File: src/rtl/long_press_sleep_controller_assert.svh
// ----------------------------------------------------------------------------
// Long-press sleep controller assertion macros
// Implication checks on the rising clock edge, off while reset is high.
// ----------------------------------------------------------------------------
`ifndef LONG_PRESS_SLEEP_CONTROLLER_ASSERT_SVH
`define LONG_PRESS_SLEEP_CONTROLLER_ASSERT_SVH

`ifndef SYNTHESIS

`define LPSC_ASSERT_SAME(label, clk, rst, ante, cons) \
   label: assert property (@(posedge clk) disable iff (rst) (ante) |-> (cons)) \
      else $error("lpsc same-cycle check failed");

`define LPSC_ASSERT_NEXT(label, clk, rst, ante, cons) \
   label: assert property (@(posedge clk) disable iff (rst) (ante) |=> (cons)) \
      else $error("lpsc next-cycle check failed");

`else

`define LPSC_ASSERT_SAME(label, clk, rst, ante, cons)

`define LPSC_ASSERT_NEXT(label, clk, rst, ante, cons)

`endif

`endif

File: src/rtl/lpsc_pkg.sv
// ----------------------------------------------------------------------------
// lpsc_pkg
// Types and constants shared by the long-press sleep controller.
// ----------------------------------------------------------------------------
package lpsc_pkg;

   localparam int COUNT_WIDTH = 32;
   localparam int TIMER_WIDTH = 16;
   localparam int CSR_INDEX_WIDTH = 1;

   localparam logic [TIMER_WIDTH-1:0] HOLD_TICKS_RESET = TIMER_WIDTH'(2000);
   localparam logic [TIMER_WIDTH-1:0] RELEASE_DEBOUNCE_RESET = TIMER_WIDTH'(50);

   typedef enum logic [CSR_INDEX_WIDTH-1:0] {
      CSR_HOLD_TICKS       = 1'b0,
      CSR_RELEASE_DEBOUNCE = 1'b1
   } csr_index_type;

   typedef enum logic [2:0] {
      PH_WAIT_RELEASE = 3'd0,
      PH_IDLE         = 3'd1,
      PH_HOLDING      = 3'd2,
      PH_DEBOUNCE     = 3'd3,
      PH_ASLEEP       = 3'd4
   } phase_type;

   localparam logic CMD_TICK = 1'b0;
   localparam logic CMD_BOOT = 1'b1;

   typedef struct packed {
      logic command;
      logic button_pressed;
      logic woke_by_button;
      logic wake_arm_ok;
   } req_type;

   typedef struct packed {
      logic [2:0]             phase;
      logic                   sleep_request;
      logic                   arm_failed;
      logic [COUNT_WIDTH-1:0] sleep_entries;
      logic [COUNT_WIDTH-1:0] button_wakes;
   } rsp_type;

   typedef struct packed {
      logic [TIMER_WIDTH-1:0] hold_ticks;
      logic [TIMER_WIDTH-1:0] release_debounce_ticks;
   } cfg_type;

   function automatic logic [TIMER_WIDTH-1:0] sat_inc(input logic [TIMER_WIDTH-1:0] v);
      sat_inc = (v == {TIMER_WIDTH{1'b1}}) ? v : v + TIMER_WIDTH'(1);
   endfunction

endpackage

File: src/rtl/lpsc_in_stage.sv
// ----------------------------------------------------------------------------
// lpsc_in_stage
// Input register: holds one request word until the core takes it.
// ----------------------------------------------------------------------------
module lpsc_in_stage (
   input  logic             clock,
   input  logic             reset,
   input  logic             req_valid,
   output logic             req_stall,
   input  lpsc_pkg::req_type req_data,
   input  logic             take,
   output logic             item_valid,
   output lpsc_pkg::req_type item_data
);
   import lpsc_pkg::*;

   logic    in_vld_ff, in_vld_in;
   req_type in_data_ff, in_data_in;
   logic    load;

   assign load = !in_vld_ff || take;

   always_comb begin
      in_vld_in  = in_vld_ff;
      in_data_in = in_data_ff;
      if (load) begin
         in_vld_in  = req_valid;
         in_data_in = req_data;
      end
   end

   always_ff @(posedge clock) begin
      if (reset) begin
         in_vld_ff <= 1'b0;
      end else begin
         in_vld_ff <= in_vld_in;
      end
   end

   always_ff @(posedge clock) begin
      in_data_ff <= in_data_in;
   end

   assign req_stall  = !load;
   assign item_valid = in_vld_ff;
   assign item_data  = in_data_ff;

endmodule

File: src/rtl/lpsc_core.sv
// ----------------------------------------------------------------------------
// lpsc_core
// Phase machine, hold and release timers, entry and wake counters.
// ----------------------------------------------------------------------------
module lpsc_core (
   input  logic              clock,
   input  logic              reset,
   input  logic              advance,
   input  lpsc_pkg::req_type item,
   input  lpsc_pkg::cfg_type cfg,
   output lpsc_pkg::rsp_type result
);
   import lpsc_pkg::*;

   phase_type              mode_ff, mode_in;
   logic [TIMER_WIDTH-1:0] held_ff, held_in;
   logic [TIMER_WIDTH-1:0] stable_ff, stable_in;
   logic [COUNT_WIDTH-1:0] entry_ff, entry_in;
   logic [COUNT_WIDTH-1:0] wake_ff, wake_in;
   logic [TIMER_WIDTH-1:0] held_inc;
   logic [TIMER_WIDTH-1:0] stable_nxt;
   logic                   sleep_req;
   logic                   arm_fail;

   assign held_inc   = sat_inc(held_ff);
   assign stable_nxt = item.button_pressed ? '0 : sat_inc(stable_ff);

   always_ff @(posedge clock) begin
      if (reset) begin
         mode_ff   <= PH_IDLE;
         held_ff   <= '0;
         stable_ff <= '0;
         entry_ff  <= '0;
         wake_ff   <= '0;
      end else begin
         mode_ff   <= mode_in;
         held_ff   <= held_in;
         stable_ff <= stable_in;
         entry_ff  <= entry_in;
         wake_ff   <= wake_in;
      end
   end

   always_comb begin
      mode_in   = mode_ff;
      held_in   = held_ff;
      stable_in = stable_ff;
      entry_in  = entry_ff;
      wake_in   = wake_ff;
      sleep_req = 1'b0;
      arm_fail  = 1'b0;
      if (advance) begin
         if (item.command == CMD_BOOT) begin
            mode_in   = item.button_pressed ? PH_WAIT_RELEASE : PH_IDLE;
            held_in   = '0;
            stable_in = '0;
            if (item.woke_by_button) begin
               wake_in = wake_ff + COUNT_WIDTH'(1);
            end
         end else begin
            unique case (mode_ff)
               PH_WAIT_RELEASE: begin
                  if (!item.button_pressed) begin
                     mode_in = PH_IDLE;
                  end
               end
               PH_IDLE: begin
                  if (item.button_pressed) begin
                     mode_in = PH_HOLDING;
                     held_in = '0;
                  end
               end
               PH_HOLDING: begin
                  if (!item.button_pressed) begin
                     mode_in = PH_IDLE;
                  end else begin
                     held_in = held_inc;
                     if (held_inc >= cfg.hold_ticks) begin
                        mode_in   = PH_DEBOUNCE;
                        stable_in = '0;
                     end
                  end
               end
               PH_DEBOUNCE: begin
                  stable_in = stable_nxt;
                  if (stable_nxt >= cfg.release_debounce_ticks) begin
                     if (item.wake_arm_ok) begin
                        entry_in  = entry_ff + COUNT_WIDTH'(1);
                        sleep_req = 1'b1;
                        mode_in   = PH_ASLEEP;
                     end else begin
                        arm_fail = 1'b1;
                        mode_in  = PH_WAIT_RELEASE;
                     end
                  end
               end
               PH_ASLEEP: begin
               end
               default: begin
                  mode_in = PH_IDLE;
               end
            endcase
         end
      end
   end

   assign result.phase         = mode_in;
   assign result.sleep_request = sleep_req;
   assign result.arm_failed    = arm_fail;
   assign result.sleep_entries = entry_in;
   assign result.button_wakes  = wake_in;

endmodule

File: src/rtl/lpsc_out_stage.sv
// ----------------------------------------------------------------------------
// lpsc_out_stage
// Result register: holds one response word until the consumer takes it.
// ----------------------------------------------------------------------------
module lpsc_out_stage (
   input  logic              clock,
   input  logic              reset,
   input  logic              load,
   input  lpsc_pkg::rsp_type result,
   output logic              ready,
   output logic              rsp_valid,
   input  logic              rsp_stall,
   output lpsc_pkg::rsp_type rsp_data
);
   import lpsc_pkg::*;

   logic    rsp_vld_ff, rsp_vld_in;
   rsp_type rsp_data_ff, rsp_data_in;

   assign ready = !rsp_vld_ff || !rsp_stall;

   always_comb begin
      rsp_vld_in  = rsp_vld_ff && rsp_stall;
      rsp_data_in = rsp_data_ff;
      if (load) begin
         rsp_vld_in  = 1'b1;
         rsp_data_in = result;
      end
   end

   always_ff @(posedge clock) begin
      if (reset) begin
         rsp_vld_ff <= 1'b0;
      end else begin
         rsp_vld_ff <= rsp_vld_in;
      end
   end

   always_ff @(posedge clock) begin
      rsp_data_ff <= rsp_data_in;
   end

   assign rsp_valid = rsp_vld_ff;
   assign rsp_data  = rsp_data_ff;

endmodule

File: src/rtl/long_press_sleep_controller.sv
// ----------------------------------------------------------------------------
// long_press_sleep_controller
// Power-button long-press detector with release debounce and sleep arming.
//
//   channel  direction  handshake             word
//   req      in         req_valid/req_stall   lpsc_pkg::req_type
//   rsp      out        rsp_valid/rsp_stall   lpsc_pkg::rsp_type
//   csr      in         csr_we                csr_index, csr_wdata
//
// One word per cycle while rsp is not stalled; each word passes from req to rsp
// through the input register, then phase logic into the result register.
// Synchronous active-high reset: empty stages, phase idle, timers and
// counters zero, registers at 2000 and 50.
// A stalled rsp word holds the input register; req stalls only then.
// ----------------------------------------------------------------------------
`include "long_press_sleep_controller_assert.svh"

module long_press_sleep_controller (
   input  logic                                  clock,
   input  logic                                  reset,
   input  logic                                  req_valid,
   output logic                                  req_stall,
   input  lpsc_pkg::req_type                     req_data,
   output logic                                  rsp_valid,
   input  logic                                  rsp_stall,
   output lpsc_pkg::rsp_type                     rsp_data,
   input  logic                                  csr_we,
   input  logic [lpsc_pkg::CSR_INDEX_WIDTH-1:0]  csr_index,
   input  logic [lpsc_pkg::TIMER_WIDTH-1:0]      csr_wdata
);
   import lpsc_pkg::*;

   cfg_type cfg_ff, cfg_in;
   logic    item_valid;
   req_type item_data;
   rsp_type result;
   logic    out_ready;
   logic    advance;

   always_comb begin
      cfg_in = cfg_ff;
      if (csr_we) begin
         unique case (csr_index_type'(csr_index))
            CSR_HOLD_TICKS:       cfg_in.hold_ticks             = csr_wdata;
            CSR_RELEASE_DEBOUNCE: cfg_in.release_debounce_ticks = csr_wdata;
            default:              cfg_in = cfg_ff;
         endcase
      end
   end

   always_ff @(posedge clock) begin
      if (reset) begin
         cfg_ff.hold_ticks             <= HOLD_TICKS_RESET;
         cfg_ff.release_debounce_ticks <= RELEASE_DEBOUNCE_RESET;
      end else begin
         cfg_ff <= cfg_in;
      end
   end

   assign advance = item_valid && out_ready;

   lpsc_in_stage u_in_stage (
      .clock      (clock),
      .reset      (reset),
      .req_valid  (req_valid),
      .req_stall  (req_stall),
      .req_data   (req_data),
      .take       (advance),
      .item_valid (item_valid),
      .item_data  (item_data)
   );

   lpsc_core u_core (
      .clock   (clock),
      .reset   (reset),
      .advance (advance),
      .item    (item_data),
      .cfg     (cfg_ff),
      .result  (result)
   );

   lpsc_out_stage u_out_stage (
      .clock     (clock),
      .reset     (reset),
      .load      (advance),
      .result    (result),
      .ready     (out_ready),
      .rsp_valid (rsp_valid),
      .rsp_stall (rsp_stall),
      .rsp_data  (rsp_data)
   );

   `LPSC_ASSERT_SAME(a_req_pulse_phase, clock, reset, rsp_valid && rsp_data.sleep_request, rsp_data.phase == PH_ASLEEP && !rsp_data.arm_failed)
   `LPSC_ASSERT_SAME(a_fail_phase, clock, reset, rsp_valid && rsp_data.arm_failed, rsp_data.phase == PH_WAIT_RELEASE)
   `LPSC_ASSERT_NEXT(a_advance_lands, clock, reset, advance, rsp_valid)
   `LPSC_ASSERT_SAME(a_stall_only_full, clock, reset, req_stall, item_valid && !out_ready)

endmodule

File: config.mk
export PLATFORM = sky130hd
export DESIGN_NAME = long_press_sleep_controller
export DESIGN_NICKNAME = d
export VERILOG_FILES = /design/src/rtl/lpsc_pkg.sv /design/src/rtl/lpsc_in_stage.sv /design/src/rtl/lpsc_core.sv /design/src/rtl/lpsc_out_stage.sv /design/src/rtl/long_press_sleep_controller.sv
export VERILOG_INCLUDE_DIRS = /design/src /design/src/rtl
export SDC_FILE = /design/constraint.sdc
export NUM_CORES = 1
export LEC_CHECK = 0
export BUFFER_PORTS_ARGS = -buffer_cell sky130_fd_sc_hd__buf_4
export CORE_MARGIN = 3
export CORE_UTILIZATION = 25
export CTS_BUF_LIST = sky130_fd_sc_hd__clkbuf_2
export CTS_CLUSTER_SIZE = 30
export DETAILED_ROUTE_END_ITERATION = 10
export PLACE_DENSITY = 0.5
export SLEW_MARGIN = 20
export SYNTH_ARGS = -nofsm -noshare
export SYNTH_HDL_FRONTEND = slang
export SYNTH_SLANG_ARGS = --single-unit
File: constraint.sdc
create_clock -name clock -period 4.4 [get_ports clock]
set_input_delay 0.44 -clock clock [delete_from_list [all_inputs] [get_ports clock]]
set_output_delay 0.44 -clock clock [all_outputs]
set_load 0.02 [all_outputs]
**Yosys cells after proc, flatten, opt, wreduce, memory -nomap -nowiden**

Index checks and enable logic that the tools add are counted.

- Register bits after elaboration: 206
- Latch bits: 0
- Memory bits (writable): 0
- Memory bits (read-only): 0
- Input port bits: 26
- Output and inout bits: 71
- Memories kept: 0

- $add $sub $neg: 4
- Multiply operators: 0
- Div/mod/pow operators: 0
- Order comparisons: 2
- Equality and inequality tests: 9
- Shifts and indexed selects: 0
- Muxes and demuxes: 32
- Bitwise logic cells: 3
- Reduce and logical (&&, ||, !) cells: 16

Operators by type and width:

| cell | count |
|---|---|
| 32-bit two-way mux | 8 |
| 16-bit two-way mux | 9 |
| 32-bit by 1-bit adder with 32-bit output, second input constant | 2 |
| 16-bit one-hot mux with 2 select lines | 2 |
| 16-bit by 1-bit adder with 16-bit output, second input constant | 2 |
| 16-bit equality test, second input constant | 2 |
| 16-bit greater-or-equal comparator | 2 |
| 3-bit two-way mux | 8 |
| 3-bit one-hot mux with 5 select lines | 1 |
| 4-bit AND reduction | 2 |
| 3-bit by 2-bit equality test with 1-bit output, second input constant | 2 |
| 3-bit != test, second input constant | 2 |
| 3-bit nonzero test | 2 |
| 1-bit logical NOT | 4 |
| 1-bit two-way mux | 4 |
| 2-bit AND reduction | 2 |
| 3-bit by 1-bit equality test with 1-bit output, second input constant | 1 |
| 3-bit equality test, second input constant | 1 |
| 3-bit logical NOT | 1 |
| 3-bit by 2-bit != test with 1-bit output, second input constant | 1 |
| 1-bit inverter | 3 |
| 3-bit OR reduction | 1 |
| 1-bit logical AND | 2 |
| 1-bit logical OR | 2 |

**Depth between registers and ports, before layout**

- Depth in word-level cells: 8
- Gate-level depth with buffers: 17
- Gate-level depth less buffers: 14

**By module**

From an unflattened synthesis, not the netlist that was laid out.

- Cells, all modules: 1021
- Area total of the unflattened synthesis: 10114.7 sq um

Modules (own cells, without submodules):

| module | times used | cells each | area each (sq um) |
|---|---|---|---|
| lpsc_core | 1 | 805 | 6458.7 |
| lpsc_out_stage | 1 | 73 | 2104.5 |
| long_press_sleep_controller | 1 | 134 | 1381.3 |
| lpsc_in_stage | 1 | 9 | 170.2 |

**Worst setup path before layout**

OpenSTA, ideal clock, no wires.

- Kind: register -> register
- From: register u_core.stable_ff[4]
- To: register u_out_stage.rsp_data_ff, in the netlist u_out_stage.rsp_data[33], data pin
- Data arrival time: 3385 ps
- Required time: 4140 ps
- Slack: 755 ps
- Cell stages (with the launch flop): 16
- Buffers on the path: 3
- Clock period less this slack: 3645 ps
- Cell sequence: dfxtp_1 -> buf_2 -> nand4_1 -> nor3_2 -> nand2_1 -> nand3_1 -> xor2_1 -> nor2_1 -> ha_1 -> a211o_1 -> a2111oi_0 -> o21a_1 -> buf_4 -> buf_2 -> nor2_1 -> mux2_2

RTL lines:

| item | line | text |
|---|---|---|
| from (decl) | lpsc_core.sv:17 | `logic [TIMER_WIDTH-1:0] stable_ff, stable_in;` |
| from (signal assigned) | lpsc_core.sv:38 | `stable_ff <= stable_in;` |
| to (signal assigned) | lpsc_out_stage.sv:40 | `rsp_data_ff <= rsp_data_in;` |
| to (decl) | lpsc_out_stage.sv:18 | `rsp_type rsp_data_ff, rsp_data_in;` |

**Final worst setup path**

- From: register u_core.held_ff[0]
- To: register u_core.stable_ff[11]

- Longest elaborated chain between the ends: 5

RTL lines:

| item | line | text |
|---|---|---|
| from (decl) | lpsc_core.sv:16 | `logic [TIMER_WIDTH-1:0] held_ff, held_in;` |
| from (signal assigned) | lpsc_core.sv:37 | `held_ff <= held_in;` |
| 16-bit by 1-bit adder with 16-bit output / 16-bit equality test (equally long branches) | lpsc_pkg.sv:51 | `sat_inc = (v == {TIMER_WIDTH{1'b1}}) ? v : v + TIMER_WIDTH'(1);` |
| 16-bit two-way mux * | lpsc_pkg.sv:51 |  |
| 16-bit greater-or-equal comparator * | lpsc_core.sv:78 | `if (held_inc >= cfg.hold_ticks) begin` |
| 3-bit by 2-bit != test with 1-bit output (no source line) * | -- |  |
| 4-bit AND reduction (no source line) * | -- |  |

Every way passes the cells marked *; elsewhere a longest branch is shown, timed or not.
A chain may end at the register's enable or synchronous reset.

==> results.yml <==
outcome:
  outcome: "finished, final reports clean"
timing:
  fin_skew_ns: 0.0723
  setup_viol_count_final: 0
  slew_headroom: 0.331
  clock.fmax_mhz: 249
  slew_viol_final: 0
  timing_worst_slew_pin_value_ns: 1.00
  min_period_over_period: 0.912
  setup_ws_ns: 0.388
  report.final.hold_viol_count: 0
  unrepaired_setup_endpoints_after_global_routing: "false"
  setup-tns-final_ns: 0
  min_period_ns: 4.01
setup_path:
  rr_endpoint: "u_core.stable_ff[11]"
  worst_path_maximum_fanout: 12
  critical_path.endpoint_type: "flop"
  worstSetupStartpointType: "flop"
  path_cells: "ha_1 > nand3_1 > nor3_2 > nand2_1 > and3_1 > xor2_1 > ha_1 > a21oi_1 > o21ai_0 > a2bb2oi_1 > a31oi_1 > buf_4 > nor2_1 > a22o_1"
  slowest_delay_ns: 0.46
  critical_path_most_common_cell: "ha_1"
  cp_slowest_cell: "dfxtp_1"
  worstSetupPathType: "flop to flop"
  data_arrival_time_of_the_worst_path_ns: 4.82
  worstPathRequired_ns: 5.20
  critical_path_endpoint: "u_core.stable_ff[11]"
  setup.worst_path.start: "u_core.held_ff[0]"
  register_to_register_setup_slack_ns: 0.39
  worst_r2r_startpoint: "u_core.held_ff[0]"
  worstRegToRegCells: 14
clock_tree:
  clk_latency_ns: 0.87
  clock-root-buffer: "clkbuf_2"
  cts_inserted_buffers: 58
  cts_max_path_buffers: 3
  cts.htree.levels: 2
  cts.sink_count: 206
  path_clk_slew_ns: 0.08
  tritoncts: "built"
layout:
  finalNetCount: 1257
  areaGrowthSynthToFinish_pct: 21.6
  post_route_cells_drive_above_1_share: 0.193
  number_of_fill_cells_in_the_layout: 4211
yosys:
  yosys_most_used_dff: "dfxtp_1"
  post_synthesis_cell_area_mm2: 0.00999
  fraction_of_synthesized_area_in_multiplexers: 0.0255
  yosys.area_share.simple: 0.229
  syn_area_per_cell_um2: 9.54
  synth_area_leader_cell: "dfxtp_1"
  number_of_flip_flops_and_latches_in_the_synthesized_netlist: 206
  synth_area_leaders: "dfxtp_1, edfxtp_1, nand2_1, ha_1, xnor2_1"
  count_of_flip_flops_with_a_built_in_enable_after_synthesis: 73
  yosys_warnings: 0
  synth_cells: 1048
  synth_adder_area_share: 0.0451
  async_reset_ff_frac: 0
  distinct_cells_synth: 65
  synth_top_family_by_area: "simple AND/OR/NAND/NOR gates"
  synth-compound-area-share: 0.110
  synth.yosys.seq_area_share: 0.486
  synth_top_area_frac: 0.266
  syn-num-nets: 1110
  synth-xor-area-share: 0.0640
route:
  iteration_0_drc_markers: 357
  vias_per_cell: 4.65
  detail_route.first_pass.iterations: 5
  drc_errors: 0
  routed_wl_um: 25800
  routed-via-count: 8156
  detail_route.wl_per_cell_um: 14.7
  detail-route-antenna-nets: 0
hold_path:
  hp-start: "csr_we"
  hold_path.class: "primary input to flop"
grt:
  vias_in_the_first_global_route: 8043
  antenna_found_initial: 1
  grt_max_degree: 56
  grtUsageTotal: 0.121
  globalRouteOverflowTotal: 0
  grt_pass1_wl_um: 41600
place:
  number_of_i_o_port_buffers: 96
  detailed_place_hpwl_um: 17500
  globalplace.congestion: 0.773
  dpl_worst_slack_ns: 0.145
power:
  p_per_area_mw_per_mm2: 311
  irDropWorstVdd_uv: 148
  total_leakage_power_nw: 4.87
floorplan:
  core_area_mm2: 0.0391
  floorplan.die_area_mm2: 0.0424
  rows: 72
  die_width_um: 206
  ios: 97
  die_height_um: 206
  initial_core_util: 0.256
job:
  max_cap_violations: 0
[repair_timing]
action / 4_1_cts / 5_1_grt
resized for setup: 0 / 7
endpoints found under the setup margin: 0 / 78
setup buffers: 0 / 1
endpoints found under the hold margin: 40 / 0
hold buffers: 34 / 0
[flip-flops by register name (all words and copies together), names as in the netlist]
register,count
u_out_stage.rsp_data,69
cfg_ff,32
u_core.entry_ff,32
u_core.wake_ff,32
u_core.held_ff,16
u_core.stable_ff,16
u_in_stage.item_data,4
u_core.mode_ff,3
u_in_stage.item_valid,1
u_out_stage.rsp_valid,1
[how the worst min path moves through the flow]
stage,endpoint,cells past startpoint
after floorplan,cfg_ff[10],2
final,cfg_ff[14],4
after global routing,cfg_ff[27],4
after CTS,cfg_ff[14],4
after detailed placement,cfg_ff[27],2
after global placement,cfg_ff[29],2
[logic make-up after synthesis]
family,after synthesis
AOI/OAI and AO/OA,174
xor gates and xnor gates,73
muxes,23
buffers and inverters,100
adders and majority gates,36
DFF,206
and+or+nand+nor,436
[worst max-delay path: cells and delay by family, from the launching register on]
| family | cells | cell delay (ns) |
|---|---|---|
| simple gates | 5 | 1.70 |
| xor+xnor | 1 | 0.15 |
| fa+ha+maj | 2 | 0.60 |
| compound gates | 5 | 0.88 |
| flops | 1 | 0.46 |
| buf+inv | 1 | 0.20 |
[synthesized netlist by cell type, types with 3 or more instances]
library cell	instances
nand4_1	30
buf_2	7
inv_1	46
edfxtp_1	73
xor2_1	35
a2111oi_0	3
ha_1	36
o31ai_1	8
and3_1	16
mux2_2	18
o21a_1	8
a31oi_1	8
nor2_1	74
nor2b_1	17
xnor2_1	38
nand3_1	42
mux2i_1	3
dfxtp_1	133
nor3b_1	5
a211oi_1	4
a22o_1	9
a21oi_1	61
buf_1	7
o22ai_1	4
a21o_1	9
or4_1	10
nand2b_1	6
buf_4	4
nor4_1	7
o21ai_0	30
or3_1	10
o211ai_1	13
nor3_1	26
nand2_1	125
nor4b_1	3
and2_1	34
clkbuf_1	35
and4_1	12
a311oi_1	4
[layout by cell type (no fill, tap or decap), types with 9 or more instances in the layout]
cell type        n
nor2b_1         17
and2_1          34
o211ai_1        13
ha_1            36
dfxtp_1        133
mux2_2          18
a21o_1           9
xor2_1          35
o21ai_0         30
nand4_1         30
dlygate4sd3_1   34
nor3_1          25
or4_1           10
nor2_1          74
buf_4          106
and3_1          16
nand2_1        124
a21oi_1         61
a22o_1           9
and4_1          12
nand3_1         42
clkbuf_2        87
edfxtp_1        73
xnor2_1         38
inv_1           45
or3_1           10
[cell type report]
| type | instances | area [µm²] | area share |
|---|---|---|---|
| Sequential cell | 206 | 4850 | 0.400 |
| Multi-Input combinational cell | 742 | 4770 | 0.392 |
| Clock buffer | 87 | 435 | 0.0358 |
| Clock inverter | 14 | 113 | 0.00927 |
| Antenna cell | 1 | 2.50 | 0.000206 |
| Timing Repair Buffer | 141 | 1160 | 0.0952 |
| Tap cell | 518 | 648 | 0.0533 |
| Inverter | 46 | 174 | 0.0143 |
[per-stage QoR]
step | cell area (µm²) | instances | utilization | total power [mW] | hold WS [ns]
after CTS | 12100 | 1753 | 0.310 | 3.87 | 0.0689
after floorplan | 9990 | 1048 | - | 2.23 | 0.436
after detailed placement | 11200 | 1618 | 0.287 | 2.34 | 0.449
final | 12100 | 1755 | 0.311 | 3.78 | 0.202
after global placement | 11200 | 1618 | 0.287 | 2.34 | 0.447
after global routing | 12100 | 1755 | 0.311 | 4.01 | 0.114
[metal layers]
metal | GRT usage | vias to the layer above | share of wire
met1 | 0.161 | 3889 | 0.47
met4 | 0.0393 | 0 | 0.019
li1 | - | 4052 | -
met2 | 0.195 | 173 | 0.46
met3 | 0.0293 | 42 | 0.051
met5 | 0 | - | 0
[report_power, final]
group	switching [mW]	internal [mW]	total [mW]	leakage, nW
Clock	0.818	0.641	1.46	0.414
Combinational	0.159	0.107	0.266	2.71
Sequential	0.0349	2.02	2.05	1.74
Power figures use the tool's default switching activity.
